===== config.mk =====
export PLATFORM = sky130hd
export DESIGN_NAME = imu_complementary_filter_unit_flat
export DESIGN_NICKNAME = d
export VERILOG_FILES = /design/src/rtl/core/icf_pkg.sv /design/src/rtl/core/icf_if.sv /design/src/rtl/core/icf_dp.sv /design/src/rtl/core/icf_ctrl.sv /design/src/rtl/core/imu_complementary_filter_unit.sv /design/src/flat_wrapper.sv
export SDC_FILE = /design/constraint.sdc
export NUM_CORES = 2
export LEC_CHECK = 0
export BUFFER_PORTS_ARGS = -buffer_cell sky130_fd_sc_hd__buf_2
export CORE_MARGIN = 8
export CORE_UTILIZATION = 55
export DETAILED_ROUTE_END_ITERATION = 16
export PLACE_DENSITY = 0.75
export SLEW_MARGIN = 15
export SYNTH_ARGS = -nofsm -noshare
export SYNTH_HDL_FRONTEND = slang
export SYNTH_SLANG_ARGS = --single-unit

===== constraint.sdc =====
create_clock -name clk_i -period 11.5 [get_ports clk_i]
set_input_delay 1.725 -clock clk_i [delete_from_list [all_inputs] [get_ports clk_i]]
set_output_delay 1.725 -clock clk_i [all_outputs]
set_load 0.05 [all_outputs]

===== src/rtl/core/icf_pkg.sv =====
// Shared types, widths, constants and the arctangent table of the IMU
// complementary filter. No dependencies; every other file of the block uses it.

package icf_pkg;

  // Field widths
  localparam int InW      = 16;
  localparam int AngW     = 24;
  localparam int GainW    = 16;
  localparam int ForceW   = 17;
  localparam int CfgIdxW  = 8;
  localparam int CfgDataW = 17;

  // CORDIC sizing: iteration count, table depth, operand and angle widths
  localparam int CordicSteps = 16;
  localparam int AtanN       = 24;
  localparam int StepW       = $clog2(AtanN);
  localparam int AtanW       = 23;
  localparam int CordicScale = 14;
  localparam int CW          = 33;
  localparam int ZW          = 27;
  localparam int AccW        = ZW - 8;

  // Shared multiplier and angle adder
  localparam int MulAW = 26;
  localparam int MulBW = 18;
  localparam int ProdW = MulAW + MulBW;
  localparam int SumW  = ProdW + 1;
  localparam int WgtW  = GainW + 1;

  typedef logic signed [InW-1:0]   smp_t;
  typedef logic signed [AngW-1:0]  ang_t;
  typedef logic signed [MulAW-1:0] mul_a_t;
  typedef logic signed [MulBW-1:0] mul_b_t;
  typedef logic signed [ProdW-1:0] prod_t;
  typedef logic signed [SumW-1:0]  sum_t;
  typedef logic signed [CW-1:0]    cw_t;
  typedef logic signed [ZW-1:0]    z_t;
  typedef logic signed [AccW-1:0]  acc_t;
  typedef logic [StepW-1:0]        step_t;
  typedef logic [ForceW-1:0]       force_t;
  typedef logic [GainW-1:0]        gain_t;
  typedef logic [WgtW-1:0]         wgt_t;
  typedef logic [AtanW-1:0]        atan_t;

  localparam sum_t  SumAngMax  = sum_t'(8388607);
  localparam sum_t  SumAngMin  = sum_t'(-8388608);
  localparam prod_t RndGyro    = prod_t'(128);
  localparam prod_t RndBlend   = prod_t'(32768);
  localparam z_t    Z180       = z_t'(180 * 65536);
  localparam z_t    ZRnd       = z_t'(128);
  localparam step_t CordicLast = step_t'(CordicSteps - 1);
  localparam wgt_t  WgtOne     = wgt_t'(65536);

  typedef struct packed {
    gain_t  gyro_gain;
    gain_t  blend_alpha;
    force_t force_low;
    force_t force_high;
  } cfg_t;

  localparam cfg_t CfgReset = '{
    gyro_gain:   gain_t'(5243),
    blend_alpha: gain_t'(64225),
    force_low:   force_t'(8192),
    force_high:  force_t'(32768)
  };

  typedef struct packed {
    smp_t accel_x;
    smp_t accel_y;
    smp_t accel_z;
    smp_t gyro_x;
    smp_t gyro_y;
    smp_t gyro_z;
  } sample_t;

  typedef struct packed {
    ang_t pitch_out;
    ang_t roll_out;
    ang_t yaw_out;
    logic accel_applied;
  } result_t;

  typedef enum logic {
    AXIS_PITCH,
    AXIS_ROLL
  } axis_e;

  typedef enum logic [2:0] {
    MUL_NONE,
    MUL_GX,
    MUL_GY,
    MUL_GZ,
    MUL_BLEND
  } mul_sel_e;

  typedef enum logic [2:0] {
    UPD_NONE,
    UPD_PITCH_ADD,
    UPD_ROLL_SUB,
    UPD_YAW_ADD,
    UPD_BLEND
  } upd_e;

  // Controller to datapath
  typedef struct packed {
    logic     load_in;
    mul_sel_e mul_sel;
    upd_e     upd;
    axis_e    cz_axis;
    logic     cz_init;
    logic     cz_iter;
    logic     cz_fin;
    logic     load_out;
  } dp_cmd_t;

  // Datapath to controller
  typedef struct packed {
    logic force_ok;
    logic cz_last;
  } dp_sts_t;

  // Top level to controller and back
  typedef struct packed {
    logic in_valid;
    logic out_ready;
  } hs_req_t;

  typedef struct packed {
    logic in_ready;
    logic out_valid;
  } hs_rsp_t;

  // atan(2^-i) in degrees times 65536
  function automatic atan_t atan_deg(input step_t idx);
    atan_t v;
    unique case (idx)
      0:  v = atan_t'(2949120);
      1:  v = atan_t'(1740967);
      2:  v = atan_t'(919879);
      3:  v = atan_t'(466945);
      4:  v = atan_t'(234379);
      5:  v = atan_t'(117304);
      6:  v = atan_t'(58666);
      7:  v = atan_t'(29335);
      8:  v = atan_t'(14668);
      9:  v = atan_t'(7334);
      10: v = atan_t'(3667);
      11: v = atan_t'(1833);
      12: v = atan_t'(917);
      13: v = atan_t'(458);
      14: v = atan_t'(229);
      15: v = atan_t'(115);
      16: v = atan_t'(57);
      17: v = atan_t'(29);
      18: v = atan_t'(14);
      19: v = atan_t'(7);
      20: v = atan_t'(4);
      21: v = atan_t'(2);
      22: v = atan_t'(1);
      default: v = '0;
    endcase
    return v;
  endfunction

endpackage


===== src/rtl/core/icf_if.sv =====
// Handshake channels of the IMU complementary filter: sample in, result out,
// register write. Depends on icf_pkg for field widths.

interface icf_in_if;
  logic                            valid;
  logic                            ready;
  logic signed [icf_pkg::InW-1:0]  accel_x;
  logic signed [icf_pkg::InW-1:0]  accel_y;
  logic signed [icf_pkg::InW-1:0]  accel_z;
  logic signed [icf_pkg::InW-1:0]  gyro_x;
  logic signed [icf_pkg::InW-1:0]  gyro_y;
  logic signed [icf_pkg::InW-1:0]  gyro_z;

  modport source (output valid, accel_x, accel_y, accel_z, gyro_x, gyro_y, gyro_z,
                  input ready);
  modport sink (input valid, accel_x, accel_y, accel_z, gyro_x, gyro_y, gyro_z,
                output ready);
endinterface

interface icf_out_if;
  logic                             valid;
  logic                             ready;
  logic signed [icf_pkg::AngW-1:0]  pitch_out;
  logic signed [icf_pkg::AngW-1:0]  roll_out;
  logic signed [icf_pkg::AngW-1:0]  yaw_out;
  logic                             accel_applied;

  modport source (output valid, pitch_out, roll_out, yaw_out, accel_applied,
                  input ready);
  modport sink (input valid, pitch_out, roll_out, yaw_out, accel_applied,
                output ready);
endinterface

interface icf_cfg_if;
  logic                           valid;
  logic                           ready;
  logic [icf_pkg::CfgIdxW-1:0]    index;
  logic [icf_pkg::CfgDataW-1:0]   data;

  modport source (output valid, index, data, input ready);
  modport sink (input valid, index, data, output ready);
endinterface


===== src/rtl/core/icf_dp.sv =====
// Datapath of the IMU complementary filter: sample register, shared multiplier,
// saturating angle adder, iterative CORDIC atan2 and result register. Uses icf_pkg.

module icf_dp (
  input  logic              clk_i,
  input  logic              rst_ni,
  input  icf_pkg::dp_cmd_t  cmd_i,
  input  icf_pkg::cfg_t     cfg_i,
  input  icf_pkg::sample_t  sample_i,
  output icf_pkg::dp_sts_t  sts_o,
  output icf_pkg::result_t  result_o
);

  icf_pkg::sample_t sample_q;

  icf_pkg::ang_t    pitch_q, roll_q, yaw_q;
  icf_pkg::prod_t   prod_q;
  icf_pkg::cw_t     cx_q, cy_q;
  icf_pkg::z_t      cz_q;
  logic             cz_zero_q;
  icf_pkg::step_t   step_q;
  icf_pkg::acc_t    acc_q;
  icf_pkg::result_t result_q;

  icf_pkg::mul_a_t  mul_a;
  icf_pkg::mul_b_t  mul_b;
  icf_pkg::mul_b_t  gain_b;
  icf_pkg::mul_b_t  wgt_b;
  icf_pkg::wgt_t    wgt;
  icf_pkg::ang_t    blend_ang;
  icf_pkg::prod_t   rnd_g, rnd_b, dlt_g, dlt_b, dlt;
  icf_pkg::ang_t    base;
  logic             sub;
  icf_pkg::sum_t    sum;
  icf_pkg::ang_t    upd_val;

  icf_pkg::force_t  abs_x, abs_y, abs_z, force_sum;

  icf_pkg::smp_t    op_y, op_x;
  logic signed [icf_pkg::InW:0] ext_x, ext_y, neg_x, neg_y;
  logic             op_neg, op_zero;
  icf_pkg::cw_t     xs, ys;
  logic             rot_neg;
  icf_pkg::z_t      atan_z, z_rnd;

  function automatic icf_pkg::force_t abs_smp(input icf_pkg::smp_t v);
    logic signed [icf_pkg::InW:0] e;
    e = {v[icf_pkg::InW-1], v};
    return e[icf_pkg::InW] ? icf_pkg::force_t'(-e) : icf_pkg::force_t'(e);
  endfunction

  function automatic icf_pkg::ang_t sat_ang(input icf_pkg::sum_t v);
    icf_pkg::ang_t r;
    if (v > icf_pkg::SumAngMax) begin
      r = icf_pkg::ang_t'(icf_pkg::SumAngMax);
    end else if (v < icf_pkg::SumAngMin) begin
      r = icf_pkg::ang_t'(icf_pkg::SumAngMin);
    end else begin
      r = icf_pkg::ang_t'(v);
    end
    return r;
  endfunction

  // Accelerometer magnitude gate
  assign abs_x     = abs_smp(sample_q.accel_x);
  assign abs_y     = abs_smp(sample_q.accel_y);
  assign abs_z     = abs_smp(sample_q.accel_z);
  assign force_sum = abs_x + abs_y + abs_z;

  assign sts_o.force_ok = (force_sum > cfg_i.force_low) && (force_sum < cfg_i.force_high);
  assign sts_o.cz_last  = (step_q == icf_pkg::CordicLast);

  // Shared multiplier operands
  assign blend_ang = (cmd_i.cz_axis == icf_pkg::AXIS_PITCH) ? pitch_q : roll_q;
  assign gain_b    = icf_pkg::mul_b_t'($signed({1'b0, cfg_i.gyro_gain}));
  assign wgt       = icf_pkg::WgtOne - {1'b0, cfg_i.blend_alpha};
  assign wgt_b     = icf_pkg::mul_b_t'($signed({1'b0, wgt}));

  always_comb begin
    mul_a = '0;
    mul_b = '0;
    unique case (cmd_i.mul_sel)
      icf_pkg::MUL_GX: begin
        mul_a = icf_pkg::mul_a_t'(sample_q.gyro_x);
        mul_b = gain_b;
      end
      icf_pkg::MUL_GY: begin
        mul_a = icf_pkg::mul_a_t'(sample_q.gyro_y);
        mul_b = gain_b;
      end
      icf_pkg::MUL_GZ: begin
        mul_a = icf_pkg::mul_a_t'(sample_q.gyro_z);
        mul_b = gain_b;
      end
      icf_pkg::MUL_BLEND: begin
        // alpha*a + (1-alpha)*c == a + (1-alpha)*(c-a), exactly
        mul_a = icf_pkg::mul_a_t'(acc_q) - icf_pkg::mul_a_t'(blend_ang);
        mul_b = wgt_b;
      end
      default: ;
    endcase
  end

  // Rounded deltas from the registered product
  assign rnd_g = prod_q + icf_pkg::RndGyro;
  assign rnd_b = prod_q + icf_pkg::RndBlend;
  assign dlt_g = rnd_g >>> 8;
  assign dlt_b = rnd_b >>> 16;

  always_comb begin
    base = pitch_q;
    dlt  = dlt_g;
    sub  = 1'b0;
    unique case (cmd_i.upd)
      icf_pkg::UPD_PITCH_ADD: base = pitch_q;
      icf_pkg::UPD_ROLL_SUB: begin
        base = roll_q;
        sub  = 1'b1;
      end
      icf_pkg::UPD_YAW_ADD: base = yaw_q;
      icf_pkg::UPD_BLEND: begin
        base = blend_ang;
        dlt  = dlt_b;
      end
      default: ;
    endcase
  end

  assign sum     = sub ? (icf_pkg::sum_t'(base) - icf_pkg::sum_t'(dlt))
                       : (icf_pkg::sum_t'(base) + icf_pkg::sum_t'(dlt));
  assign upd_val = sat_ang(sum);

  always_ff @(posedge clk_i or negedge rst_ni) begin
    if (!rst_ni) begin
      pitch_q <= '0;
      roll_q  <= '0;
      yaw_q   <= '0;
    end else begin
      unique case (cmd_i.upd)
        icf_pkg::UPD_PITCH_ADD: pitch_q <= upd_val;
        icf_pkg::UPD_ROLL_SUB:  roll_q  <= upd_val;
        icf_pkg::UPD_YAW_ADD:   yaw_q   <= upd_val;
        icf_pkg::UPD_BLEND: begin
          if (cmd_i.cz_axis == icf_pkg::AXIS_PITCH) begin
            pitch_q <= upd_val;
          end else begin
            roll_q <= upd_val;
          end
        end
        default: ;
      endcase
    end
  end

  // CORDIC operand set-up: fold the left half plane, scale by 2^14
  assign op_y    = (cmd_i.cz_axis == icf_pkg::AXIS_PITCH) ? sample_q.accel_y
                                                          : sample_q.accel_x;
  assign op_x    = sample_q.accel_z;
  assign ext_x   = {op_x[icf_pkg::InW-1], op_x};
  assign ext_y   = {op_y[icf_pkg::InW-1], op_y};
  assign neg_x   = -ext_x;
  assign neg_y   = -ext_y;
  assign op_neg  = op_x[icf_pkg::InW-1];
  assign op_zero = (op_x == '0) && (op_y == '0);

  // One micro-rotation per cycle
  assign xs      = cx_q >>> step_q;
  assign ys      = cy_q >>> step_q;
  assign rot_neg = !cy_q[icf_pkg::CW-1] && (cy_q != '0);
  assign atan_z  = $signed({{(icf_pkg::ZW - icf_pkg::AtanW){1'b0}},
                            icf_pkg::atan_deg(step_q)});
  assign z_rnd   = cz_q + icf_pkg::ZRnd;

  always_ff @(posedge clk_i) begin
    if (cmd_i.load_in) begin
      sample_q <= sample_i;
    end
    prod_q <= icf_pkg::prod_t'(mul_a) * icf_pkg::prod_t'(mul_b);
    if (cmd_i.cz_init) begin
      cx_q      <= (op_neg ? icf_pkg::cw_t'(neg_x) : icf_pkg::cw_t'(ext_x))
                   <<< icf_pkg::CordicScale;
      cy_q      <= (op_neg ? icf_pkg::cw_t'(neg_y) : icf_pkg::cw_t'(ext_y))
                   <<< icf_pkg::CordicScale;
      cz_q      <= op_neg ? (op_y[icf_pkg::InW-1] ? -icf_pkg::Z180 : icf_pkg::Z180) : '0;
      cz_zero_q <= op_zero;
      step_q    <= '0;
    end else if (cmd_i.cz_iter) begin
      if (rot_neg) begin
        cx_q <= cx_q + ys;
        cy_q <= cy_q - xs;
        cz_q <= cz_q + atan_z;
      end else begin
        cx_q <= cx_q - ys;
        cy_q <= cy_q + xs;
        cz_q <= cz_q - atan_z;
      end
      step_q <= step_q + 1'b1;
    end
    if (cmd_i.cz_fin) begin
      acc_q <= cz_zero_q ? '0 : icf_pkg::acc_t'(z_rnd >>> 8);
    end
    if (cmd_i.load_out) begin
      result_q.pitch_out     <= pitch_q;
      result_q.roll_out      <= roll_q;
      result_q.yaw_out       <= yaw_q;
      result_q.accel_applied <= sts_o.force_ok;
    end
  end

  assign result_o = result_q;

endmodule


===== src/rtl/core/icf_ctrl.sv =====
// Sequencer of the IMU complementary filter: walks gyro update and, with the
// force gate open, two CORDIC passes and blends; owns the channel handshakes. Uses icf_pkg.

module icf_ctrl (
  input  logic              clk_i,
  input  logic              rst_ni,
  input  icf_pkg::hs_req_t  hs_i,
  input  icf_pkg::dp_sts_t  sts_i,
  output icf_pkg::hs_rsp_t  hs_o,
  output icf_pkg::dp_cmd_t  cmd_o
);

  typedef enum logic [3:0] {
    S_IDLE,
    S_GX,
    S_GY,
    S_GZ,
    S_GADD,
    S_CZ_INIT,
    S_CZ_ITER,
    S_CZ_FIN,
    S_BL_MUL,
    S_BL_ADD,
    S_DONE
  } state_e;

  state_e         state_q;
  icf_pkg::axis_e axis_q;
  logic           out_valid_q;

  always_comb begin
    cmd_o          = '0;
    cmd_o.mul_sel  = icf_pkg::MUL_NONE;
    cmd_o.upd      = icf_pkg::UPD_NONE;
    cmd_o.cz_axis  = axis_q;
    unique case (state_q)
      S_IDLE:    cmd_o.load_in = hs_i.in_valid;
      S_GX:      cmd_o.mul_sel = icf_pkg::MUL_GX;
      S_GY: begin
        cmd_o.mul_sel = icf_pkg::MUL_GY;
        cmd_o.upd     = icf_pkg::UPD_PITCH_ADD;
      end
      S_GZ: begin
        cmd_o.mul_sel = icf_pkg::MUL_GZ;
        cmd_o.upd     = icf_pkg::UPD_ROLL_SUB;
      end
      S_GADD:    cmd_o.upd      = icf_pkg::UPD_YAW_ADD;
      S_CZ_INIT: cmd_o.cz_init  = 1'b1;
      S_CZ_ITER: cmd_o.cz_iter  = 1'b1;
      S_CZ_FIN:  cmd_o.cz_fin   = 1'b1;
      S_BL_MUL:  cmd_o.mul_sel  = icf_pkg::MUL_BLEND;
      S_BL_ADD:  cmd_o.upd      = icf_pkg::UPD_BLEND;
      S_DONE:    cmd_o.load_out = !out_valid_q || hs_i.out_ready;
      default: ;
    endcase
  end

  assign hs_o.in_ready  = (state_q == S_IDLE);
  assign hs_o.out_valid = out_valid_q;

  always_ff @(posedge clk_i or negedge rst_ni) begin
    if (!rst_ni) begin
      state_q     <= S_IDLE;
      axis_q      <= icf_pkg::AXIS_PITCH;
      out_valid_q <= 1'b0;
    end else begin
      // hold the result until taken, refill as it leaves
      if (cmd_o.load_out) begin
        out_valid_q <= 1'b1;
      end else if (hs_i.out_ready) begin
        out_valid_q <= 1'b0;
      end
      unique case (state_q)
        S_IDLE: begin
          if (hs_i.in_valid) begin
            state_q <= S_GX;
          end
        end
        S_GX:   state_q <= S_GY;
        S_GY:   state_q <= S_GZ;
        S_GZ:   state_q <= S_GADD;
        S_GADD: begin
          axis_q  <= icf_pkg::AXIS_PITCH;
          state_q <= sts_i.force_ok ? S_CZ_INIT : S_DONE;
        end
        S_CZ_INIT: state_q <= S_CZ_ITER;
        S_CZ_ITER: begin
          if (sts_i.cz_last) begin
            state_q <= S_CZ_FIN;
          end
        end
        S_CZ_FIN:  state_q <= S_BL_MUL;
        S_BL_MUL:  state_q <= S_BL_ADD;
        S_BL_ADD: begin
          if (axis_q == icf_pkg::AXIS_PITCH) begin
            axis_q  <= icf_pkg::AXIS_ROLL;
            state_q <= S_CZ_INIT;
          end else begin
            state_q <= S_DONE;
          end
        end
        S_DONE: begin
          if (cmd_o.load_out) begin
            state_q <= S_IDLE;
          end
        end
        default: state_q <= S_IDLE;
      endcase
    end
  end

endmodule


===== src/rtl/core/imu_complementary_filter_unit.sv =====
// Top level of the IMU complementary filter: register file, controller and
// datapath. Depends on icf_pkg, icf_if, icf_ctrl and icf_dp.
//
//   channel  direction  payload                                        accepted when
//   in_i     sink       accel_x/y/z, gyro_x/y/z (16 b signed)          valid & ready
//   out_o    source     pitch/roll/yaw_out (24 b signed), accel_applied valid & ready
//   cfg_i    sink       index (8 b), data (17 b)                        valid & ready
//
// Items: one item at a time; in_i is ready again only once the result is loaded
// into the output register. Only when the accelerometer blend applies does the
// single CORDIC unit run the pitch and roll atan2, in turn.
// Reset: rst_ni clears angles to zero and loads the register defaults.
// Stalls: a finished result waits in the output register while a new item is taken;
// only a second finished result waits for out_o.ready. cfg_i is always ready.

module imu_complementary_filter_unit (
  input  logic       clk_i,
  input  logic       rst_ni,
  icf_in_if.sink     in_i,
  icf_out_if.source  out_o,
  icf_cfg_if.sink    cfg_i
);

  typedef enum logic [icf_pkg::CfgIdxW-1:0] {
    REG_GYRO_GAIN,
    REG_BLEND_ALPHA,
    REG_FORCE_LOW,
    REG_FORCE_HIGH
  } cfg_reg_e;

  icf_pkg::cfg_t    cfg_q;
  icf_pkg::sample_t sample;
  icf_pkg::result_t result;
  icf_pkg::hs_req_t hs_req;
  icf_pkg::hs_rsp_t hs_rsp;
  icf_pkg::dp_cmd_t dp_cmd;
  icf_pkg::dp_sts_t dp_sts;

  // Register file: writes land at once; indices beyond the list drop
  assign cfg_i.ready = 1'b1;

  always_ff @(posedge clk_i or negedge rst_ni) begin
    if (!rst_ni) begin
      cfg_q <= icf_pkg::CfgReset;
    end else if (cfg_i.valid && cfg_i.ready) begin
      unique case (cfg_i.index)
        REG_GYRO_GAIN:   cfg_q.gyro_gain   <= cfg_i.data[icf_pkg::GainW-1:0];
        REG_BLEND_ALPHA: cfg_q.blend_alpha <= cfg_i.data[icf_pkg::GainW-1:0];
        REG_FORCE_LOW:   cfg_q.force_low   <= cfg_i.data[icf_pkg::ForceW-1:0];
        REG_FORCE_HIGH:  cfg_q.force_high  <= cfg_i.data[icf_pkg::ForceW-1:0];
        default: ;
      endcase
    end
  end

  // Pack the sample channel for the datapath
  assign sample.accel_x = in_i.accel_x;
  assign sample.accel_y = in_i.accel_y;
  assign sample.accel_z = in_i.accel_z;
  assign sample.gyro_x  = in_i.gyro_x;
  assign sample.gyro_y  = in_i.gyro_y;
  assign sample.gyro_z  = in_i.gyro_z;

  assign hs_req.in_valid  = in_i.valid;
  assign hs_req.out_ready = out_o.ready;
  assign in_i.ready       = hs_rsp.in_ready;
  assign out_o.valid      = hs_rsp.out_valid;

  icf_ctrl u_ctrl (
    .clk_i  (clk_i),
    .rst_ni (rst_ni),
    .hs_i   (hs_req),
    .sts_i  (dp_sts),
    .hs_o   (hs_rsp),
    .cmd_o  (dp_cmd)
  );

  icf_dp u_dp (
    .clk_i    (clk_i),
    .rst_ni   (rst_ni),
    .cmd_i    (dp_cmd),
    .cfg_i    (cfg_q),
    .sample_i (sample),
    .sts_o    (dp_sts),
    .result_o (result)
  );

  // Unpack the result register onto the output channel
  assign out_o.pitch_out     = result.pitch_out;
  assign out_o.roll_out      = result.roll_out;
  assign out_o.yaw_out       = result.yaw_out;
  assign out_o.accel_applied = result.accel_applied;

`ifndef ASSERT_OFF
  // An accepted item keeps the block busy for at least the next cycle
  a_busy_after_accept : assert property (@(posedge clk_i) disable iff (!rst_ni)
    (in_i.valid && in_i.ready) |=> !in_i.ready)
    else $error("input ready straight after an accepted item");

  // The result register is never overwritten while an item still waits in it
  a_no_overwrite : assert property (@(posedge clk_i) disable iff (!rst_ni)
    dp_cmd.load_out |-> (!out_o.valid || out_o.ready))
    else $error("result register loaded over a waiting item");

  // A result appears only through a load of the result register
  a_valid_from_load : assert property (@(posedge clk_i) disable iff (!rst_ni)
    $rose(out_o.valid) |-> $past(dp_cmd.load_out))
    else $error("output valid rose without a result load");
`endif

endmodule


===== src/flat_wrapper.sv =====
// flat-port wrapper written by rule: the top's interface ports become plain ports
module imu_complementary_filter_unit_flat 
  (clk_i, rst_ni, in_i_valid, in_i_accel_x, in_i_accel_y, in_i_accel_z, in_i_gyro_x, in_i_gyro_y, in_i_gyro_z, in_i_ready, out_o_valid, out_o_pitch_out, out_o_roll_out, out_o_yaw_out, out_o_accel_applied, out_o_ready, cfg_i_valid, cfg_i_index, cfg_i_data, cfg_i_ready);
  icf_in_if in_i_i ();
  icf_out_if out_o_i ();
  icf_cfg_if cfg_i_i ();
  input  logic clk_i;
  input  logic rst_ni;
  input wire logic [$bits(in_i_i.valid)-1:0] in_i_valid;
  input wire logic [$bits(in_i_i.accel_x)-1:0] in_i_accel_x;
  input wire logic [$bits(in_i_i.accel_y)-1:0] in_i_accel_y;
  input wire logic [$bits(in_i_i.accel_z)-1:0] in_i_accel_z;
  input wire logic [$bits(in_i_i.gyro_x)-1:0] in_i_gyro_x;
  input wire logic [$bits(in_i_i.gyro_y)-1:0] in_i_gyro_y;
  input wire logic [$bits(in_i_i.gyro_z)-1:0] in_i_gyro_z;
  output wire logic [$bits(in_i_i.ready)-1:0] in_i_ready;
  output wire logic [$bits(out_o_i.valid)-1:0] out_o_valid;
  output wire logic [$bits(out_o_i.pitch_out)-1:0] out_o_pitch_out;
  output wire logic [$bits(out_o_i.roll_out)-1:0] out_o_roll_out;
  output wire logic [$bits(out_o_i.yaw_out)-1:0] out_o_yaw_out;
  output wire logic [$bits(out_o_i.accel_applied)-1:0] out_o_accel_applied;
  input wire logic [$bits(out_o_i.ready)-1:0] out_o_ready;
  input wire logic [$bits(cfg_i_i.valid)-1:0] cfg_i_valid;
  input wire logic [$bits(cfg_i_i.index)-1:0] cfg_i_index;
  input wire logic [$bits(cfg_i_i.data)-1:0] cfg_i_data;
  output wire logic [$bits(cfg_i_i.ready)-1:0] cfg_i_ready;
  assign in_i_i.valid = in_i_valid;
  assign in_i_i.accel_x = in_i_accel_x;
  assign in_i_i.accel_y = in_i_accel_y;
  assign in_i_i.accel_z = in_i_accel_z;
  assign in_i_i.gyro_x = in_i_gyro_x;
  assign in_i_i.gyro_y = in_i_gyro_y;
  assign in_i_i.gyro_z = in_i_gyro_z;
  assign in_i_ready = in_i_i.ready;
  assign out_o_valid = out_o_i.valid;
  assign out_o_pitch_out = out_o_i.pitch_out;
  assign out_o_roll_out = out_o_i.roll_out;
  assign out_o_yaw_out = out_o_i.yaw_out;
  assign out_o_accel_applied = out_o_i.accel_applied;
  assign out_o_i.ready = out_o_ready;
  assign cfg_i_i.valid = cfg_i_valid;
  assign cfg_i_i.index = cfg_i_index;
  assign cfg_i_i.data = cfg_i_data;
  assign cfg_i_ready = cfg_i_i.ready;
  imu_complementary_filter_unit u_core (.clk_i(clk_i), .rst_ni(rst_ni), .in_i(in_i_i), .out_o(out_o_i), .cfg_i(cfg_i_i));
endmodule

Word level (Yosys, flattened, before mapping)
Memory sizes are Yosys's and may differ from the RTL's. A register that Yosys moved wholly into a read port is not among the register bits.
Index checks and enable logic that the tools add are counted.
- bits in registers: 475
- memories: 1
- ROM bits: 704
- $lt $le $gt $ge: 4
- shifts and indexed selects: 2
- $add $sub $neg: 20
- reduce and logical (&&, ||, !) cells: 24
- multipliers: 1
- eq/ne operators: 27
- mux-type cells: 48
- memory list (name ; words ; width ; read ports ; clocked after memory_dff ; wr ports ; RTL line ; source):
    (no name shown) ; 32 ; 22 ; 1 ; 1 ; 0 ; icf_pkg.sv:138 ; unique case (idx)
- operators with widths (kind ; count):
    $mux W33 ; 6
    $mux W27 ; 5
    $mux W24 ; 5
    $pmux W26 S4 ; 1
    $pmux W24 S2 ; 2
    $pmux W24 S3 ; 1
    $neg A16 Y17 ; 4
    $add A33 B33 Y33 ; 2
    $sshr A33 B5 Y33 ; 2
    $sub A33 B33 Y33 ; 2
    $mux W17 ; 3
    $add A24 B44 Y45 ; 1
    $gt A45 B24 Y1 const B ; 1
    $lt A45 B24 Y1 const B ; 1
    $mux W45 ; 1
    $sub A24 B44 Y45 ; 1
    $add A44 B17 Y44 const B ; 1
    $add A44 B9 Y44 const B ; 1
    $mul A26 B18 Y44 ; 1
    $mux W44 ; 1
    $pmux W4 S11 ; 1
    $mux W19 ; 2
    $add A17 B17 Y17 ; 2
    $pmux W17 S2 ; 1
    other kinds (37) ; 78

Longest topological paths before layout
- word-level depth: 11
- depth in mapped cells: 44
- mapped depth without buffers: 39

By module
Synthesis repeated with hierarchy kept, for this count alone.
- cells, all modules: 5837
- area, all modules: 52984.6 um^2
- modules (own cells, without submodules) (module ; sequential area each (um^2) ; area each (um^2) ; instances ; cells each):
    icf_dp ; 11270.8 ; 49891.6 ; 1 ; 5625
    imu_complementary_filter_unit ; 1676.6 ; 2576.2 ; 1 ; 145
    icf_ctrl ; 150.1 ; 516.7 ; 1 ; 67

Worst setup path after synthesis
OpenSTA, ideal clock, no wires.
- path kind: register -> register
- start point: register u_core.u_ctrl.axis_q
- end point: register u_core.u_dp.prod_q[39]
- stages on the path, launching flop included: 43
- data arrival time: 10.750 ns
- library setup time: 0.072 ns
- period minus slack after synthesis: 10.822 ns
- path slack: 0.678 ns
- cell sequence: dfrtp_1 > clkbuf_1 > buf_1 > clkbuf_1 > clkbuf_1 > buf_1 > mux2i_1 > ha_1 > nor2b_1 > o21ai_0 > a21oi_1 > o21a_1 > o21a_1 > nor2_1 > o21ai_0 > a211oi_1 > o21ai_0 > or3_1 > [... 7 more ...] > inv_1 > fa_1 > fa_1 > inv_1 > fa_1 > inv_1 > ha_1 > a21o_1 > a21o_1 > a21oi_1 > o221ai_1 > a2111oi_0 > o21bai_1 > and2_1 > o211a_1 > or3_1 > a21oi_1 > xnor2_1
- longest elaborated chain between the ends: 4
- ends and longest elaborated chain (item ; RTL line ; source):
    from (decl) ; icf_ctrl.sv:28 ; icf_pkg::axis_e axis_q;
    from (signal assigned) ; icf_ctrl.sv:64 ; axis_q <= icf_pkg::AXIS_PITCH;
    from (signal assigned) ; icf_ctrl.sv:83 ; axis_q <= icf_pkg::AXIS_PITCH;
    from (signal assigned) ; icf_ctrl.sv:96 ; axis_q <= icf_pkg::AXIS_ROLL;
    $mux W24 ; icf_dp.sv:74 ; assign blend_ang = (cmd_i.cz_axis == icf_pkg::AXIS_PITCH) ? pitch_q : roll_q;
    $sub A19 B24 Y25 ; icf_dp.sv:97 ; mul_a = icf_pkg::mul_a_t'(acc_q) - icf_pkg::mul_a_t'(blend_ang);
    $pmux W26 S4 ; icf_dp.sv:82 ; unique case (cmd_i.mul_sel)
    $mul A26 B18 Y44 ; icf_dp.sv:178 ; prod_q <= icf_pkg::prod_t'(mul_a) * icf_pkg::prod_t'(mul_b);
    to (signal assigned) ; icf_dp.sv:178 ;
    to (decl) ; icf_dp.sv:17 ; icf_pkg::prod_t prod_q;
No other way between the ends.
A chain may end at the register's enable or synchronous reset.

Worst setup path after layout
Ends and elaborated chain as after synthesis.

==> flow_results.org <==
** Setup path
- The most numerous cell type found on the critical path is sky130_fd_sc_hd__fa_1.
- For the worst setup path, the data arrival time is 11360 ps.
- STA classifies the critical path endpoint as a flip-flop.
- For the worst setup path, the data required time is 12100 ps.
- Number of cells traversed by the worst register-to-register path :: 37
- The worst register-to-register path ends at u_core.u_dp.prod_q[39].
- The largest single stage delay on the critical path is 650 ps.
- Highest net fanout along the worst path :: 13
- Reg2Reg Setup Slack :: 750 ps
- The critical path in this run is classified as reg -> reg.
- On the critical path, the stage with the largest delay is an instance of sky130_fd_sc_hd__a2111oi_0.
- Reg-to-reg critical path startpoint :: u_core.u_ctrl.axis_q
- Startpoint type of the worst setup path :: flip-flop

** STA
- Setup violations remaining at the end of the flow were counted as 0.
- The worst pin sits at a relative slew slack of 0.170.
- Setup repair after global routing left no endpoint under its margin.
- Fmax :: 93.0 MHz
- The final max-slew violation count was 0.
- Tcrit/Tclk final :: 0.935
- Worst-case clock skew :: 45.8 ps
- After routing, the total negative slack on setup checks comes to 0 ps.
- Measured slew at the worst slew-check pin :: 1240 ps
- Counting I/O delays and the setup requirement, the final critical path takes 10750 ps.
- Number of hold violations in the final report :: 0

** Final layout
- After routing the design area is 0.0579 mm².
- From synthesis to final layout, the design area changed by 7.58%.
- NumNets Final :: 6836
- Final-layout fill cell count :: 8282
- Of the cells placed in the final design, the portion with a size suffix greater than 1 is 0.120.

** Placed design
- Area post-placement :: 0.0560 mm²
- Buffers placed on the I/O ports in this run total 200.
- After legalization and detailed placement, the total HPWL measured 127000 µm.
- Global placer's final weighted congestion :: 0.981

** Die
- The floorplan step defined a die boundary enclosing 0.108 mm².
- Io pins :: 202
- The initial utilization of the core area, before any placement, comes to 0.556.
- After floorplanning, the core was sized to cover 0.0969 mm².
- The floorplan step set the die width to 329 µm.
- After floorplanning, the core was divided into 114 placement rows.
- In this run the vertical extent of the chip is 329 µm.

** Clocking
- The number of clock buffers added by TritonCTS is 56.
- The tree is rooted in a sky130_fd_sc_hd__clkbuf_16.
- Clock transition at the registers of the reported paths :: 60 ps
- In this run the post-CTS setup repair buffer count came out at 0.
- TritonCTS built the clock tree.
- Max clock buf depth :: 3
- H-tree depth :: 2
- Clock net sink count :: 490
- Clock latency on the worst-skew pair, taken at its later pin, is 680 ps.

** Logic synthesis
- Most common cell in the netlist :: sky130_fd_sc_hd__inv_1
- sky130_fd_sc_hd__fa_1 takes more of the synthesized area than any other cell.
- The synthesized design contains 254 enable-type register cells.
- Among all flip-flop cells after synthesis, the most frequent one is sky130_fd_sc_hd__edfxtp_1.
- Adder-cell share of the synthesized area :: 0.240
- By area the synthesized netlist is led by sky130_fd_sc_hd__fa_1 (16%), sky130_fd_sc_hd__edfxtp_1 (14%), sky130_fd_sc_hd__ha_1 (7.7%), sky130_fd_sc_hd__dfrtp_1 (5.8%), sky130_fd_sc_hd__inv_1 (4.5%).
- Main combinational cell family by area after synthesis :: adder cells
- Of the synthesized area, sequential elements account for 0.243.
- Xor/xnor cell area share of the yosys netlist :: 0.0659
- For this run, the number of Yosys warnings is 0.
- Proportion of synthesized area in mux cells :: 0.0783
- Summing every instance area after synthesis gives 0.0539 mm².
- FF+latch count, synth :: 490
- By count the netlist is led by sky130_fd_sc_hd__inv_1 (641), sky130_fd_sc_hd__nor2_1 (586), sky130_fd_sc_hd__nand2_1 (501).
- Post-Syn Instances :: 5881
- Area fraction of the dominant cell type after synthesis :: 0.164
- FFs w/ async S/R, synth :: 0.294
- Of the total synthesized cell area, the portion taken by AND, OR, NAND and NOR gates is 0.157.
- Mean instance size in the synthesized netlist :: 9.16 µm²
- The post-synthesis compound-gate area fraction was 0.149.
- Counting every net in the synthesized netlist gives 6777.
- Count of cell types in the netlist :: 111

** Global route
- Number of global-route vias before repair :: 44700
- Gr ovfl total :: 0
- Wire length of the first global-routing pass :: 255000 µm
- The number of antenna violations at the first check in global routing came to 2.
- For this run, the total global-route usage over all layers was measured as 0.298.
- Entering global routing, the biggest net connects 87 pins.

** Flow run
- Across the run, the number of max-cap violations was 0.

** Routing
- Residual DRC :: 0
- Number of search-and-repair iterations in the first detailed-routing pass :: 6
- Drt via density :: 6.25
- The routed design has 165000 µm of wire.
- WL/cell :: 22.7 µm
- Number of nets still failing antenna checks after routing :: 0
- Initial DRC Count :: 4400
- Total number of vias :: 45400

** Min path
- The worst hold path terminates at u_core.u_dp.result_o[21].
- Hold path depth :: 0
- Hold path start :: u_core.u_dp.yaw_q[20]
- Worst hold path class :: reg -> reg

** Status
- The run finished with clean final reports.
[layout by cell type (no fill, tap or decap), types with 89 or more instances in the layout]
cell                       instances
sky130_fd_sc_hd__buf_2           199
sky130_fd_sc_hd__xnor2_1         269
sky130_fd_sc_hd__nor3_1          114
sky130_fd_sc_hd__nor2_1          580
sky130_fd_sc_hd__xor2_1          136
sky130_fd_sc_hd__a21o_1           99
sky130_fd_sc_hd__a21oi_1         321
sky130_fd_sc_hd__mux2_2          108
sky130_fd_sc_hd__o21ai_0         258
sky130_fd_sc_hd__inv_1           639
sky130_fd_sc_hd__fa_1            440
sky130_fd_sc_hd__dfrtp_1         123
sky130_fd_sc_hd__nand2_1         500
sky130_fd_sc_hd__dfxtp_1          89
sky130_fd_sc_hd__edfxtp_1        254
sky130_fd_sc_hd__mux4_2           95
sky130_fd_sc_hd__ha_1            330
[area by class of cell]
cell class,count,area (µm²),area share
Clock inverter,41,447,0.00771
Inverter,646,2420,0.0419
Multi-Input combinational cell,4476,37400,0.645
Tap cell,1276,1600,0.0276
Timing Repair Buffer,270,1530,0.0265
Antenna cell,1,2.50,0.0000432
Sequential cell,490,13100,0.226
Clock buffer,65,1450,0.0249
[cells by family after synthesis]
logic type | after synthesis
XOR/XNOR | 405
flip-flops | 490
multiplexers | 288
other | 1
AO/OA/AOI/OAI | 1238
adder cells (fa/ha/maj) | 770
AND/OR/NAND/NOR | 1774
buffers and inverters | 915
[state kept, by name, indices dropped and copies added, names as in the netlist, 27 cells and up]
name                  flops
u_core.u_dp.sample_q     80
u_core.u_dp.result_o     73
u_core.cfg_q             66
u_core.u_dp.prod_q       37
u_core.u_dp.cx_q         33
u_core.u_dp.cy_q         33
u_core.u_dp.cz_q         27
[critical path, delay by kind of cell (launching register included)]
family	cells	cell delay (ps)
adder cells (fa/ha/maj)	9	4020
buffers and inverters	5	520
XOR/XNOR	2	240
AND/OR/NAND/NOR	5	830
flip-flops	1	600
multiplexers	1	400
AO/OA/AOI/OAI	15	4080
[metrics by stage]
step                hold slack, ps  utilization  instances  setup WS, ps
detailed placement             482        0.578       7158           727
global route                   504        0.598       7264           224
global placement               471        0.578       7158           951
finish                         500        0.598       7265           747
CTS                            495        0.598       7264           726
floorplan                      446            -       5881           678
[worst max path at each step]
| stage | startpoint | end | slack, ps | depth (start not counted) |
|---|---|---|---|---|
| 2_1_floorplan | u_core.u_ctrl.axis_q | u_core.u_dp.prod_q[39] | 680 | 42 |
| 3_3_place_gp | u_core.u_ctrl.axis_q | u_core.u_dp.prod_q[43] | 950 | 35 |
| 3_5_place_dp | u_core.u_ctrl.axis_q | u_core.u_dp.prod_q[43] | 730 | 35 |
| 4_1_cts | u_core.u_ctrl.axis_q | u_core.u_dp.prod_q[43] | 730 | 35 |
| 5_1_grt | u_core.u_ctrl.axis_q | u_core.u_dp.prod_q[39] | 220 | 37 |
| 6_report | u_core.u_ctrl.axis_q | u_core.u_dp.prod_q[39] | 750 | 37 |
[timing repair]
item	in CTS	in global routing
hold buffers	0	0
resized for setup	0	1
setup endpoints to repair	0	1
[layer usage]
metal  track usage  vias up  routed length, µm
met5             0        -                 13
met4         0.140        2               9110
met3        0.0583      479              14800
met2         0.486     2221              76100
met1         0.382    22100              64500
li1              -    20600                  -
Power is not shown: default switching activity piles up to over one toggle a cycle in this logic, so the estimate is an artifact.
